`config.mk`:
```
export PLATFORM = sky130hd
export DESIGN_NAME = crc32_sensor_frame_builder
export DESIGN_NICKNAME = d
export VERILOG_FILES = /design/src/rtl/crcsfb_pkg.sv /design/src/rtl/crcsfb_regs.sv /design/src/rtl/crcsfb_front.sv /design/src/rtl/crcsfb_queue.sv /design/src/rtl/crcsfb_back.sv /design/src/rtl/crc32_sensor_frame_builder.sv
export SDC_FILE = /design/constraint.sdc
export NUM_CORES = 1
export LEC_CHECK = 0
export BUFFER_PORTS_ARGS = -buffer_cell sky130_fd_sc_hd__clkbuf_2
export CAP_MARGIN = 30
export CORE_ASPECT_RATIO = 2
export CORE_MARGIN = 8
export CORE_UTILIZATION = 35
export DETAILED_ROUTE_END_ITERATION = 6
export SLEW_MARGIN = 10
export SYNTH_ARGS = -nofsm -noshare
export SYNTH_HDL_FRONTEND = slang
export SYNTH_SLANG_ARGS = --single-unit
export TNS_END_PERCENT = 100
```
`constraint.sdc`:
```
create_clock -name clk -period 4.05 [get_ports clk]
set_clock_uncertainty 0.2 [all_clocks]
set_input_delay 0.405 -clock clk [delete_from_list [all_inputs] [get_ports clk]]
set_output_delay 0.405 -clock clk [all_outputs]
set_load 0.1 [all_outputs]
```
`src/rtl/crcsfb_pkg.sv`:
```
`timescale 1ns / 1ps
`default_nettype none
// ============================================================================
// crcsfb_pkg
// Shared types, constants and the CRC byte update for the frame builder.
// ============================================================================
package crcsfb_pkg;

    localparam logic [31:0] CRC_POLY     = 32'hEDB8_8320;
    localparam logic [31:0] CRC_ALL_ONES = 32'hFFFF_FFFF;

    localparam logic [31:0] SYNC_WORD_RESET      = 32'h314B_5345;
    localparam logic [7:0]  FORMAT_VERSION_RESET = 8'd1;
    localparam logic [15:0] FRAME_LENGTH_RESET   = 16'd1188;

    localparam int          APB_ADDR_W = 4;
    localparam int          APB_DATA_W = 32;
    localparam int          QUEUE_DEPTH_DEFAULT = 4;

    localparam logic [1:0]  REG_SYNC_WORD      = 2'd0;
    localparam logic [1:0]  REG_FORMAT_VERSION = 2'd1;
    localparam logic [1:0]  REG_FRAME_LENGTH   = 2'd2;

    localparam logic [0:0]  KIND_START   = 1'b0;
    localparam logic [0:0]  KIND_PAYLOAD = 1'b1;

    localparam logic [1:0]  CMD_START   = 2'd0;
    localparam logic [1:0]  CMD_PAYLOAD = 2'd1;
    localparam logic [1:0]  CMD_MISUSE  = 2'd2;

    localparam logic [3:0]  HEADER_LAST_IDX  = 4'd15;
    localparam logic [3:0]  TRAILER_LAST_IDX = 4'd4;

    typedef struct packed {
        logic [0:0]  kind;
        logic [7:0]  frame_flags;
        logic [31:0] time_ms;
        logic [7:0]  payload_byte;
        logic [0:0]  payload_last;
    } in_item_t;

    typedef struct packed {
        logic [7:0] out_byte;
        logic [0:0] frame_end;
        logic [0:0] run_last;
        logic [0:0] misuse;
    } out_item_t;

    typedef struct packed {
        logic [31:0] sync_word;
        logic [7:0]  format_version;
        logic [15:0] frame_length;
    } cfg_t;

    typedef struct packed {
        logic [1:0]  cmd;
        logic [7:0]  flags;
        logic [31:0] time_ms;
        logic [31:0] counter;
        logic [7:0]  pbyte;
        logic        plast;
    } cmd_entry_t;

    function automatic logic [31:0] crc_byte(input logic [31:0] crc_in,
                                             input logic [7:0]  data);
        logic [31:0] c;
        c = crc_in ^ {24'd0, data};
        for (int i = 0; i < 8; i++) begin
            c = c[0] ? ((c >> 1) ^ CRC_POLY) : (c >> 1);
        end
        return c;
    endfunction

endpackage
`default_nettype wire

```
`src/rtl/crcsfb_regs.sv`:
```
`timescale 1ns / 1ps
`default_nettype none
// ============================================================================
// crcsfb_regs
// APB configuration registers: sync word, format version and frame length.
// ============================================================================
module crcsfb_regs
    import crcsfb_pkg::*;
(
    input  wire logic                  clk,
    input  wire logic                  rst_n,
    input  wire logic                  psel,
    input  wire logic                  penable,
    input  wire logic                  pwrite,
    input  wire logic [APB_ADDR_W-1:0] paddr,
    input  wire logic [APB_DATA_W-1:0] pwdata,
    output logic      [APB_DATA_W-1:0] prdata,
    output logic                       pready,
    output cfg_t                       cfg
);

    cfg_t       cfg_reg;
    logic       wr_en;
    logic [1:0] reg_idx;

    assign pready  = 1'b1;
    assign wr_en   = psel && penable && pwrite && pready;
    assign reg_idx = paddr[APB_ADDR_W-1:2];
    assign cfg     = cfg_reg;

    always_ff @(posedge clk or negedge rst_n)
    begin
        if (!rst_n)
        begin
            cfg_reg.sync_word      <= SYNC_WORD_RESET;
            cfg_reg.format_version <= FORMAT_VERSION_RESET;
            cfg_reg.frame_length   <= FRAME_LENGTH_RESET;
        end
        else if (wr_en)
        begin
            case (reg_idx)
                REG_SYNC_WORD:      cfg_reg.sync_word      <= pwdata;
                REG_FORMAT_VERSION: cfg_reg.format_version <= pwdata[7:0];
                REG_FRAME_LENGTH:   cfg_reg.frame_length   <= pwdata[15:0];
                default:            ;
            endcase
        end
    end

    always_comb
    begin
        case (reg_idx)
            REG_SYNC_WORD:      prdata = cfg_reg.sync_word;
            REG_FORMAT_VERSION: prdata = {24'd0, cfg_reg.format_version};
            REG_FRAME_LENGTH:   prdata = {16'd0, cfg_reg.frame_length};
            default:            prdata = '0;
        endcase
    end

endmodule
`default_nettype wire

```
`src/rtl/crcsfb_front.sv`:
```
`timescale 1ns / 1ps
`default_nettype none
// ============================================================================
// crcsfb_front
// Accepts items, tracks the open frame and the frame counter, and turns each
// item into a command for the byte serializer.
// ============================================================================
module crcsfb_front
    import crcsfb_pkg::*;
(
    input  wire logic     clk,
    input  wire logic     rst_n,
    input  wire logic     push,
    input  wire in_item_t item,
    input  wire logic     q_full,
    output logic          full,
    output logic          q_push,
    output cmd_entry_t    q_entry
);

    logic        frame_open_reg;
    logic        frame_open_next;
    logic [31:0] counter_reg;
    logic [31:0] counter_next;

    assign full   = q_full;
    assign q_push = push && !q_full;

    always_comb
    begin
        frame_open_next = frame_open_reg;
        counter_next    = counter_reg;
        q_entry.flags   = item.frame_flags;
        q_entry.time_ms = item.time_ms;
        q_entry.counter = counter_reg;
        q_entry.pbyte   = item.payload_byte;
        q_entry.plast   = item.payload_last;
        if (item.kind == KIND_START)
        begin
            q_entry.cmd     = CMD_START;
            frame_open_next = 1'b1;
            counter_next    = counter_reg + 32'd1;
        end
        else if (!frame_open_reg)
        begin
            q_entry.cmd = CMD_MISUSE;
        end
        else
        begin
            q_entry.cmd = CMD_PAYLOAD;
            if (item.payload_last)
            begin
                frame_open_next = 1'b0;
            end
        end
    end

    always_ff @(posedge clk or negedge rst_n)
    begin
        if (!rst_n)
        begin
            frame_open_reg <= 1'b0;
            counter_reg    <= '0;
        end
        else if (q_push)
        begin
            frame_open_reg <= frame_open_next;
            counter_reg    <= counter_next;
        end
    end

endmodule
`default_nettype wire

```
`src/rtl/crcsfb_queue.sv`:
```
`timescale 1ns / 1ps
`default_nettype none
// ============================================================================
// crcsfb_queue
// Short command queue between the front end and the byte serializer.
// ============================================================================
module crcsfb_queue
    import crcsfb_pkg::*;
#(
    parameter int DEPTH = QUEUE_DEPTH_DEFAULT
)
(
    input  wire logic       clk,
    input  wire logic       rst_n,
    input  wire logic       wr_en,
    input  wire cmd_entry_t wr_data,
    input  wire logic       rd_en,
    output cmd_entry_t      rd_data,
    output logic            full,
    output logic            empty
);

    localparam int AW = (DEPTH > 1) ? $clog2(DEPTH) : 1;
    localparam int CW = $clog2(DEPTH + 1);

    cmd_entry_t    entries_reg [DEPTH];
    logic [AW-1:0] wr_ptr_reg;
    logic [AW-1:0] rd_ptr_reg;
    logic [CW-1:0] count_reg;
    logic          do_wr;
    logic          do_rd;

    assign full    = (count_reg == CW'(DEPTH));
    assign empty   = (count_reg == '0);
    assign do_wr   = wr_en && !full;
    assign do_rd   = rd_en && !empty;
    assign rd_data = entries_reg[rd_ptr_reg];

    always_ff @(posedge clk)
    begin
        if (do_wr)
        begin
            entries_reg[wr_ptr_reg] <= wr_data;
        end
    end

    always_ff @(posedge clk or negedge rst_n)
    begin
        if (!rst_n)
        begin
            wr_ptr_reg <= '0;
            rd_ptr_reg <= '0;
            count_reg  <= '0;
        end
        else
        begin
            if (do_wr)
            begin
                wr_ptr_reg <= (wr_ptr_reg == AW'(DEPTH - 1)) ? '0 : wr_ptr_reg + AW'(1);
            end
            if (do_rd)
            begin
                rd_ptr_reg <= (rd_ptr_reg == AW'(DEPTH - 1)) ? '0 : rd_ptr_reg + AW'(1);
            end
            if (do_wr && !do_rd)
            begin
                count_reg <= count_reg + CW'(1);
            end
            else if (do_rd && !do_wr)
            begin
                count_reg <= count_reg - CW'(1);
            end
        end
    end

endmodule
`default_nettype wire

```
`src/rtl/crcsfb_back.sv`:
```
`timescale 1ns / 1ps
`default_nettype none
// ============================================================================
// crcsfb_back
// Byte serializer: expands each command into header, payload and trailer
// bytes, updates the running CRC and holds the result in an output register.
// ============================================================================
module crcsfb_back
    import crcsfb_pkg::*;
(
    input  wire logic       clk,
    input  wire logic       rst_n,
    input  wire cfg_t       cfg,
    input  wire cmd_entry_t head,
    input  wire logic       head_empty,
    output logic            head_pop,
    input  wire logic       pop,
    output logic            empty,
    output out_item_t       result
);

    logic [3:0]   idx_reg;
    logic [31:0]  crc_reg;
    logic [31:0]  crc_next;
    logic         out_valid_reg;
    out_item_t    out_reg;
    out_item_t    out_next;
    logic         advance;
    logic [3:0]   last_idx;
    logic         item_done;
    logic [127:0] hdr;
    logic [31:0]  fin;
    logic [1:0]   tidx;

    assign empty   = !out_valid_reg;
    assign result  = out_reg;
    assign advance = !head_empty && (!out_valid_reg || pop);

    assign hdr  = {head.time_ms, head.counter, cfg.frame_length, head.flags,
                   cfg.format_version, cfg.sync_word};
    assign fin  = ~crc_reg;
    assign tidx = idx_reg[1:0] - 2'd1;

    always_comb
    begin
        case (head.cmd)
            CMD_START:   last_idx = HEADER_LAST_IDX;
            CMD_PAYLOAD: last_idx = head.plast ? TRAILER_LAST_IDX : 4'd0;
            default:     last_idx = 4'd0;
        endcase
    end

    assign item_done = (idx_reg == last_idx);
    assign head_pop  = advance && item_done;

    always_comb
    begin
        out_next.frame_end = 1'b0;
        out_next.run_last  = item_done;
        out_next.misuse    = 1'b0;
        crc_next           = crc_reg;
        case (head.cmd)
            CMD_START:
            begin
                out_next.out_byte = hdr[{idx_reg, 3'b000} +: 8];
                crc_next = crc_byte((idx_reg == 4'd0) ? CRC_ALL_ONES : crc_reg,
                                    out_next.out_byte);
            end
            CMD_PAYLOAD:
            begin
                if (idx_reg == 4'd0)
                begin
                    out_next.out_byte = head.pbyte;
                    crc_next          = crc_byte(crc_reg, head.pbyte);
                end
                else
                begin
                    out_next.out_byte = fin[{tidx, 3'b000} +: 8];
                    if (item_done)
                    begin
                        out_next.frame_end = 1'b1;
                        crc_next           = CRC_ALL_ONES;
                    end
                end
            end
            default:
            begin
                out_next.out_byte = 8'd0;
                out_next.misuse   = 1'b1;
            end
        endcase
    end

    always_ff @(posedge clk)
    begin
        if (advance)
        begin
            out_reg <= out_next;
        end
    end

    always_ff @(posedge clk or negedge rst_n)
    begin
        if (!rst_n)
        begin
            out_valid_reg <= 1'b0;
            idx_reg       <= '0;
            crc_reg       <= CRC_ALL_ONES;
        end
        else if (advance)
        begin
            out_valid_reg <= 1'b1;
            idx_reg       <= item_done ? 4'd0 : idx_reg + 4'd1;
            crc_reg       <= crc_next;
        end
        else if (pop)
        begin
            out_valid_reg <= 1'b0;
        end
    end

endmodule
`default_nettype wire

```
`src/rtl/crc32_sensor_frame_builder.sv`:
```
// An accepted item is written into the command queue, and the serializer then registers
// its first result byte. Throughput: one result byte per cycle while a command is queued
// and the result is empty or popped; a start item yields 16 bytes, a last payload byte 5,
// other payload bytes 1; the queue holds QUEUE_DEPTH items, so items are taken back to back
// until it is full, also while the serializer is busy. Reset: frame counter 0, running CRC
// all ones, no open frame, queue and output register empty, registers at their reset values.
`timescale 1ns / 1ps
`default_nettype none
// ============================================================================
// crc32_sensor_frame_builder
// Framed sensor packet builder with a reflected CRC-32 trailer.
// ============================================================================
module crc32_sensor_frame_builder
    import crcsfb_pkg::*;
#(
    parameter int QUEUE_DEPTH = QUEUE_DEPTH_DEFAULT
)
(
    input  wire logic                  clk,
    input  wire logic                  rst_n,
    input  wire logic                  psel,
    input  wire logic                  penable,
    input  wire logic                  pwrite,
    input  wire logic [APB_ADDR_W-1:0] paddr,
    input  wire logic [APB_DATA_W-1:0] pwdata,
    output logic      [APB_DATA_W-1:0] prdata,
    output logic                       pready,
    input  wire logic                  push,
    output logic                       full,
    input  wire in_item_t              item,
    output logic                       empty,
    input  wire logic                  pop,
    output out_item_t                  result
);

    cfg_t       cfg;
    logic       q_push;
    cmd_entry_t q_entry;
    logic       q_full;
    logic       q_empty;
    logic       q_pop;
    cmd_entry_t q_head;

    crcsfb_regs u_regs (
        .clk     (clk),
        .rst_n   (rst_n),
        .psel    (psel),
        .penable (penable),
        .pwrite  (pwrite),
        .paddr   (paddr),
        .pwdata  (pwdata),
        .prdata  (prdata),
        .pready  (pready),
        .cfg     (cfg)
    );

    crcsfb_front u_front (
        .clk     (clk),
        .rst_n   (rst_n),
        .push    (push),
        .item    (item),
        .q_full  (q_full),
        .full    (full),
        .q_push  (q_push),
        .q_entry (q_entry)
    );

    crcsfb_queue #(
        .DEPTH (QUEUE_DEPTH)
    ) u_queue (
        .clk     (clk),
        .rst_n   (rst_n),
        .wr_en   (q_push),
        .wr_data (q_entry),
        .rd_en   (q_pop),
        .rd_data (q_head),
        .full    (q_full),
        .empty   (q_empty)
    );

    crcsfb_back u_back (
        .clk        (clk),
        .rst_n      (rst_n),
        .cfg        (cfg),
        .head       (q_head),
        .head_empty (q_empty),
        .head_pop   (q_pop),
        .pop        (pop),
        .empty      (empty),
        .result     (result)
    );

endmodule
`default_nettype wire
```
==> metrics.md, run 1 <==
| Metric | Value |
|---|---|
| Share of the synthesized area in the top cell type | `roughly 47%` |
| DRT iter0 DRCs | `between 800 and 900` |
| Max reg flops | `between 300 and 400` |
| DR vias/cell | `5.14` |
| Crit path depth | `13` |
| Ys Warns | `0` |
| DR vias | `12.9k` |
| Crit. End Element | `flip-flop` |
| Worst reg2reg path depth | `13` |
| Post-synthesis cell area | `21,700 sq um` |
| CP Launch Type | `flip-flop` |
| Hold Fails Final Rpt | `0` |
| ANT cells | `0` |
| Crit path capture | `u_back.crc_reg[22]$_DFFE_PN1P_` |
| Async S/R FF share, synth | `between 20% and 30%` |
| IO Pins | `~140` |
| Post-synth EDFFs | `between 300 and 400` |
| Top Family by Delay on Critical Path | `multiplexers` |
| Die area | `between 70,000 and 80,000 sq um` |
| Area delta synth->final | `23.7%` |
| Crit Path Class | `flip-flop to flip-flop` |
| Hold Path Cell Cnt | `2` |
| First-pass GRT wire length | `86,800 um` |
| Relative slew slack | `between 30% and 40%` |
| Final ANT Viol Nets | `0` |
| Required time of the critical path | `~4.4 ns` |
| Buffers on Ports | `between 100 and 150` |
| Aggregate routed wire length | `around 57,000 um` |
| Commonest non-fill, non-tap cells in the layout | `343 x edfxtp_1, 135 x clkbuf_2, 133 x buf_4, 102 x mux4_2, 87 x xnor2_1` |
| CP Max Fanout | `5` |
| Post-Syn Nets | `roughly 1.5k` |
| Nets | `between 1.5k and 2k` |
| Reg clk slew, reported paths | `roughly 0.07 ns` |
| Fill cell count | `5,526` |
| CTS max path bufs | `3` |
| CP arrival | `~4.4 ns` |
| Leading area contributor after synthesis | `edfxtp_1` |
| Layout cell share with drive strength beyond 1 | `between 30% and 40%` |
| Max-slew violations | `0` |
| Starting density of the core | `around a third` |
| DIE WIDTH | `around 190 um` |
| CORE AREA | `around 60,000 sq um` |
| Final Wtd Congestion | `between 0.8 and 0.9` |
| Failing checks | `negative setup slack` |
| Worst hold path class | `primary input to flip-flop` |
| Clock Tree Root | `clkbuf_16` |
| Final worst slack | `-0.00881 ns` |
| Finished Cell Area | `26,900 sq um` |
| Routed WL per cell | `between 20 and 25 um` |
| Worst R2R Start | `u_queue.rd_ptr_reg[0]$_DFFE_PN0P_` |
| DR pass1 iterations | `5` |
| Final HPWL DP | `roughly 42,000 um` |
| Sequence of cells on the critical path | `buf_12, mux4_2, mux4_2, o211a_1, a41oi_2, xnor3_2, buf_8, buf_4, xnor2_4, buf_6, xnor2_4, xor2_1, a21oi_1` |
| Clk Latency, worst-skew pair | `between 0.5 and 0.6 ns` |
| Crit path launch | `u_queue.rd_ptr_reg[0]$_DFFE_PN0P_` |
| Most common cell after layout, fill and taps aside | `edfxtp_1` |
| Register bit total from synthesis | `approximately 480` |
| GRT Overall Usage | `between 15 and 20%` |
| Ys flop type | `edfxtp_1` |
| Status | `complete, but fails checks` |
| Minimum clock period | `approximately 4 ns` |
| Syn Area/Cell | `between 15 and 20 sq um` |
| Detailed-route DRC error count | `0` |
| WHS | `about 0.11 ns` |
| Sink Count | `between 400 and 500` |
| Reg2reg setup slack | `-0.009 ns` |
| Tcrit/Tclk final | `100%` |
| Reg-to-Reg End | `u_back.crc_reg[22]$_DFFE_PN1P_` |
| Crit-path max cell delay | `about 0.56 ns` |
| Dpl cell area | `24,300 sq um` |
| Die Y-Extent | `roughly 370 um` |
| Max Freq | `approximately 250 MHz` |
| Maximum number of pins on one net before global-route repair | `80` |
| CTS buffer count | `42` |
| Buf/Inv on CP | `4` |
| Synth top area cells | `edfxtp_1 47%, mux4_2 11%, dfrtp_1 9.4%` |
| Worst slack at placement | `-0.297 ns` |
| Final setup vio count | `2` |
| Syn Inst Count | `about 1.3k` |
| Seq/Total Area, Yosys | `between 60 and 70%` |
| Maxcap violations | `0` |
| Slew @ Worst Pin | `between 1 and 1.5 ns` |
| Cell with the largest stage delay on the worst path | `mux4_2` |
| Netlist cell types | `76` |
| Std cell rows | `129` |
| Vias in the first global route | `~14k` |
| Sum Neg Setup Slack | `-0.0145 ns` |
| Antenna violations before repair | `0` |
| Gr ovfl total | `0` |
| RSZ-0062 raised after global routing | `true` |
| CTS tree | `done` |
| H-tree depth | `2` |
[cells in the mapped netlist, drive strengths merged (3+ instances only)]
library cell    n
xnor2         101
o21ai          52
nand4          10
o41ai           4
and3            8
a21o            5
clkbuf         32
a21oi          24
a22oi           6
and2           25
dfrtp          82
dfstp          51
buf            37
o31ai           3
nor2b           8
o211ai          6
a221oi          4
nand3          19
mux2           66
xnor3           5
xor2           42
edfxtp        343
or4             3
nor3b           7
nand2          84
mux4          112
nor2           77
ha              9
o22ai          19
inv            14
o221ai          4
nor4b           3
nor3           10
mux2i          41
a211oi          3
[through the flow]
step	std cells	utilization (%)
detailed placement	2347	39.4
global route	2520	43.6
floorplan	1349	-
finish	2520	43.6
global placement	2347	39.4
CTS	2515	43.3
[worst reg2reg max path, cell delays in order (launching register included)]
cell     delay [ns]
dfrtp_4        0.51
buf_12         0.15
mux4_2         0.44
mux4_2         0.56
o211a_1        0.28
a41oi_2        0.25
xnor3_2        0.46
buf_8          0.16
buf_4          0.17
xnor2_4        0.22
buf_6          0.17
xnor2_4        0.08
xor2_1         0.17
a21oi_1        0.16
[what timing repair did]
| action | in CTS | in global routing |
|---|---|---|
| hold buffers | 83 | 0 |
| resized for setup | 19 | 31 |
| setup buffers | 7 | 5 |
| pin swaps | 11 | 13 |
| hold endpoints to repair | 299 | 0 |
| endpoints found under the setup margin | 25 | 23 |
[per-layer routing]
| layer | up-vias | routed length, um | GRT usage (%) |
|---|---|---|---|
| li1 | 5868 | - | - |
| met5 | - | 0 | 0 |
| met3 | 110 | 1820 | 1.97 |
| met1 | 6723 | 20700 | 17.0 |
| met4 | 0 | 2630 | 7.93 |
| met2 | 245 | 32300 | 31.1 |
[how the worst min path moves through the flow]
| stage | end | startpoint | slack [ns] |
|---|---|---|---|
| 2_1_floorplan | u_back.idx_reg[0]$_DFFE_PN0P_ | rst_n | -0.09 |
| 3_3_place_gp | u_front.counter_reg[30]$_DFFE_PN0P_ | rst_n | 0.25 |
| 3_5_place_dp | u_front.counter_reg[27]$_DFFE_PN0P_ | rst_n | 0.26 |
| 4_1_cts | u_queue.entries_reg[3][82]$_DFFE_PP_ | item[49] | 0.08 |
| 5_1_grt | u_queue.entries_reg[1][82]$_DFFE_PP_ | item[49] | 0.10 |
| 6_report | u_queue.entries_reg[3][82]$_DFFE_PP_ | item[49] | 0.11 |
[layout make-up]
type                       count  area (sq um)  share of cell area (%)
clock buffer                  63          1190                    4.41
timing repair buffer         376          2950                    11.0
sequential                   476         13700                    51.0
clock inverter                15           203                   0.754
tap                          786           983                    3.66
inverter                      15          56.3                   0.210
multi-input combinational    789          7790                    29.0
[logic make-up after synthesis]
logic type	count (synthesis)	share of synthesized area, %
adder cells (fa/ha/maj)	10	0.610
AND/OR/NAND/NOR	263	5.73
XOR/XNOR	149	7.02
flip-flops	476	63.0
AO/OA/AOI/OAI	147	4.36
multiplexers	219	17.1
other	1	0.0173
buffers and inverters	84	2.16
Power of run 1 is left out: the tool's default activity adds up to more than one toggle a clock period on the data nets, which glitch-free logic cannot reach.
==> inputs of run 2 (changes only) <==
--- a/config.mk
+++ b/config.mk
@@ -13,2 +13,3 @@
 export DETAILED_ROUTE_END_ITERATION = 6
+export SKIP_LAST_GASP = 1
 export SLEW_MARGIN = 10
==> constraint.sdc (replaced) <==
create_clock -name clk -period 3.4 [get_ports clk]
set_clock_uncertainty 0.2 [all_clocks]
set_input_delay 0 -clock clk [delete_from_list [all_inputs] [get_ports clk]]
set_output_delay 0 -clock clk [all_outputs]
set_load 0.1 [all_outputs]
==> metrics.md, run 2 (synthesis gave the netlist of run 1 again) <==
| Metric | Value |
|---|---|
| DR pass1 iterations | `5` |
| Detailed-route DRC error count | `0` |
| Slew @ Worst Pin | `0.696 ns` |
| Maxcap violations | `0` |
| CP Launch Type | `flip-flop` |
| Buf/Inv on CP | `5` |
| Fill cell count | `around 5.2k` |
| Tcrit/Tclk final | `117%` |
| Crit path launch | `u_queue.rd_ptr_reg[0]$_DFFE_PN0P_` |
| Minimum clock period | `between 3 and 4 ns` |
| Gr busiest metal | `met2` |
| Commonest non-fill, non-tap cells in the layout | `343 x edfxtp_1, 192 x buf_4, 149 x dlygate4sd3_1, 134 x clkbuf_2, 102 x mux4_2` |
| Hold path start | `item[17]` |
| DR vias/cell | `roughly 5.1` |
| Gr ovfl total | `0` |
| Aggregate routed wire length | `63,600 um` |
| Final ANT Viol Nets | `0` |
| CP arrival | `4.28 ns` |
| Sink Count | `476` |
| Met1 Use GR | `between 10% and 20%` |
| Final Wtd Congestion | `0.923` |
| Worst reg2reg path depth | `13` |
| Std cell rows | `between 100 and 150` |
| CTS tree | `done` |
| CORE AREA | `61,700 sq um` |
| DIE WIDTH | `roughly 190 um` |
| CTS max path bufs | `3` |
| H-tree depth | `2` |
| DR vias | `around 14k` |
| Crit-path max cell delay | `approximately 0.60 ns` |
| Layout cell share with drive strength beyond 1 | `between 40% and 50%` |
| Routed WL per cell | `23.6 um` |
| CTS buffer count | `between 40 and 50` |
| Reg2reg setup slack | `-0.58 ns` |
| Crit Path Class | `flip-flop to flip-flop` |
| Worst hold path class | `primary input to flip-flop` |
| First-pass GRT wire length | `around 94,000 um` |
| Final worst slack | `-0.583 ns` |
| Area delta synth->final | `34.8%` |
| Final HPWL DP | `45,200 um` |
| Worst R2R Start | `u_queue.rd_ptr_reg[0]$_DFFE_PN0P_` |
| Required time of the critical path | `~3.7 ns` |
| Sequence of cells on the critical path | `buf_12, buf_4, buf_16, mux4_2, mux4_2, mux4_2, xnor2_4, xnor2_4, xor2_2, buf_4, buf_4, a21oi_1, o31ai_1` |
| GRT Overall Usage | `between 10% and 20%` |
| Reg clk slew, reported paths | `approximately 0.07 ns` |
| Max reg flops | `332` |
| Buffers on Ports | `135` |
| IO Pins | `about 140` |
| Top Family by Delay on Critical Path | `multiplexers` |
| Max Freq | `around 250 MHz` |
| Final setup vio count | `34` |
| RSZ-0062 raised after global routing | `true` |
| Max-slew violations | `0` |
| Status | `complete, but fails checks` |
| Vias in the first global route | `15.0k` |
| Most common cell after layout, fill and taps aside | `edfxtp_1` |
| Crit path capture | `u_back.crc_reg[14]$_DFFE_PN1P_` |
| Failing checks | `negative setup slack` |
| Clock Tree Root | `clkbuf_16` |
| Maximum number of pins on one net before global-route repair | `66` |
| WHS | `~0.018 ns` |
| Clk Latency, worst-skew pair | `0.60 ns` |
| Sum Neg Setup Slack | `-12.97 ns` |
| Cell with the largest stage delay on the worst path | `mux4_2` |
| Crit. End Element | `flip-flop` |
| Met3 Resource Use GR | `2.15%` |
| Starting density of the core | `about a third` |
| Antenna violations before repair | `3` |
| Dpl cell area | `approximately 25,000 sq um` |
| Die Y-Extent | `about 370 um` |
| Nets | `approximately 2.0k` |
| DRT iter0 DRCs | `slightly above 800` |
| Crit path depth | `13` |
| M2 GR Usage | `between 30% and 40%` |
| Hold Fails Final Rpt | `0` |
| Relative slew slack | `53.6%` |
| CP Max Fanout | `7` |
| Die area | `70,800 sq um` |
| Finished Cell Area | `29,300 sq um` |
| Reg-to-Reg End | `u_back.crc_reg[14]$_DFFE_PN1P_` |
-- run 2: changes by cell type in the layout (fill, tap and decap cells not counted), sizes merged --
cell         before  now
clkinvlp          4    3
bufinv            3    2
clkinv            7   15
dlygate4sd3      83  149
buf             159  261
diode             0    3
-- run 2: metal layers --
metal / vias to the layer above / share of wire [%] / wire, um
met5: - / 0 / 0
met4: 0 / 6.6 / 4220
met3: 170 / 3.2 / 2050
met2: 342 / 56 / 35900
met1: 7045 / 34 / 21400
li1: 6228 / - / -
-- run 2: through the flow --
step                util [%]  worst slack, ns  std cells
finish                  47.5           -0.583       2697
global route            47.5           -0.667       2697
CTS                     46.2           -0.548       2667
detailed placement      40.6           -0.735       2419
global placement        40.6           -0.642       2419
floorplan                  -           -0.360       1349
-- run 2: layout make-up --
class,instances,area (sq um),share of cell area (%)
antenna,3,7.51,0.0256
clock buffer,57,1140,3.88
clock inverter,21,235,0.803
inverter,15,56.3,0.192
multi-input combinational,789,8380,28.6
sequential,476,13700,46.8
tap,786,983,3.36
timing repair buffer,550,4790,16.4
-- run 2: how the worst min path moves through the flow --
stage / endpoint / slack [ns] / depth (start not counted)
2_1_floorplan: u_back.idx_reg[0]$_DFFE_PN0P_ / -0.50 / 0
4_1_cts: u_regs.cfg[8]$_DFFE_PN0P_ / 0.00005 / 3
3_5_place_dp: u_front.counter_reg[26]$_DFFE_PN0P_ / -0.21 / 1
5_1_grt: u_queue.entries_reg[3][8]$_DFFE_PP_ / 0.02 / 2
3_3_place_gp: u_front.counter_reg[26]$_DFFE_PN0P_ / -0.21 / 1
6_report: u_queue.entries_reg[2][49]$_DFFE_PP_ / 0.02 / 2
-- run 2: repair_timing --
item	4_1_cts	5_1_grt
pin swaps	40	52
hold endpoints to repair	383	0
hold buffers	150	0
resized for setup	87	95
endpoints found under the setup margin	37	41
cloned	1	5
buffers inserted	24	29
Power of run 2 is left out for the same reason.
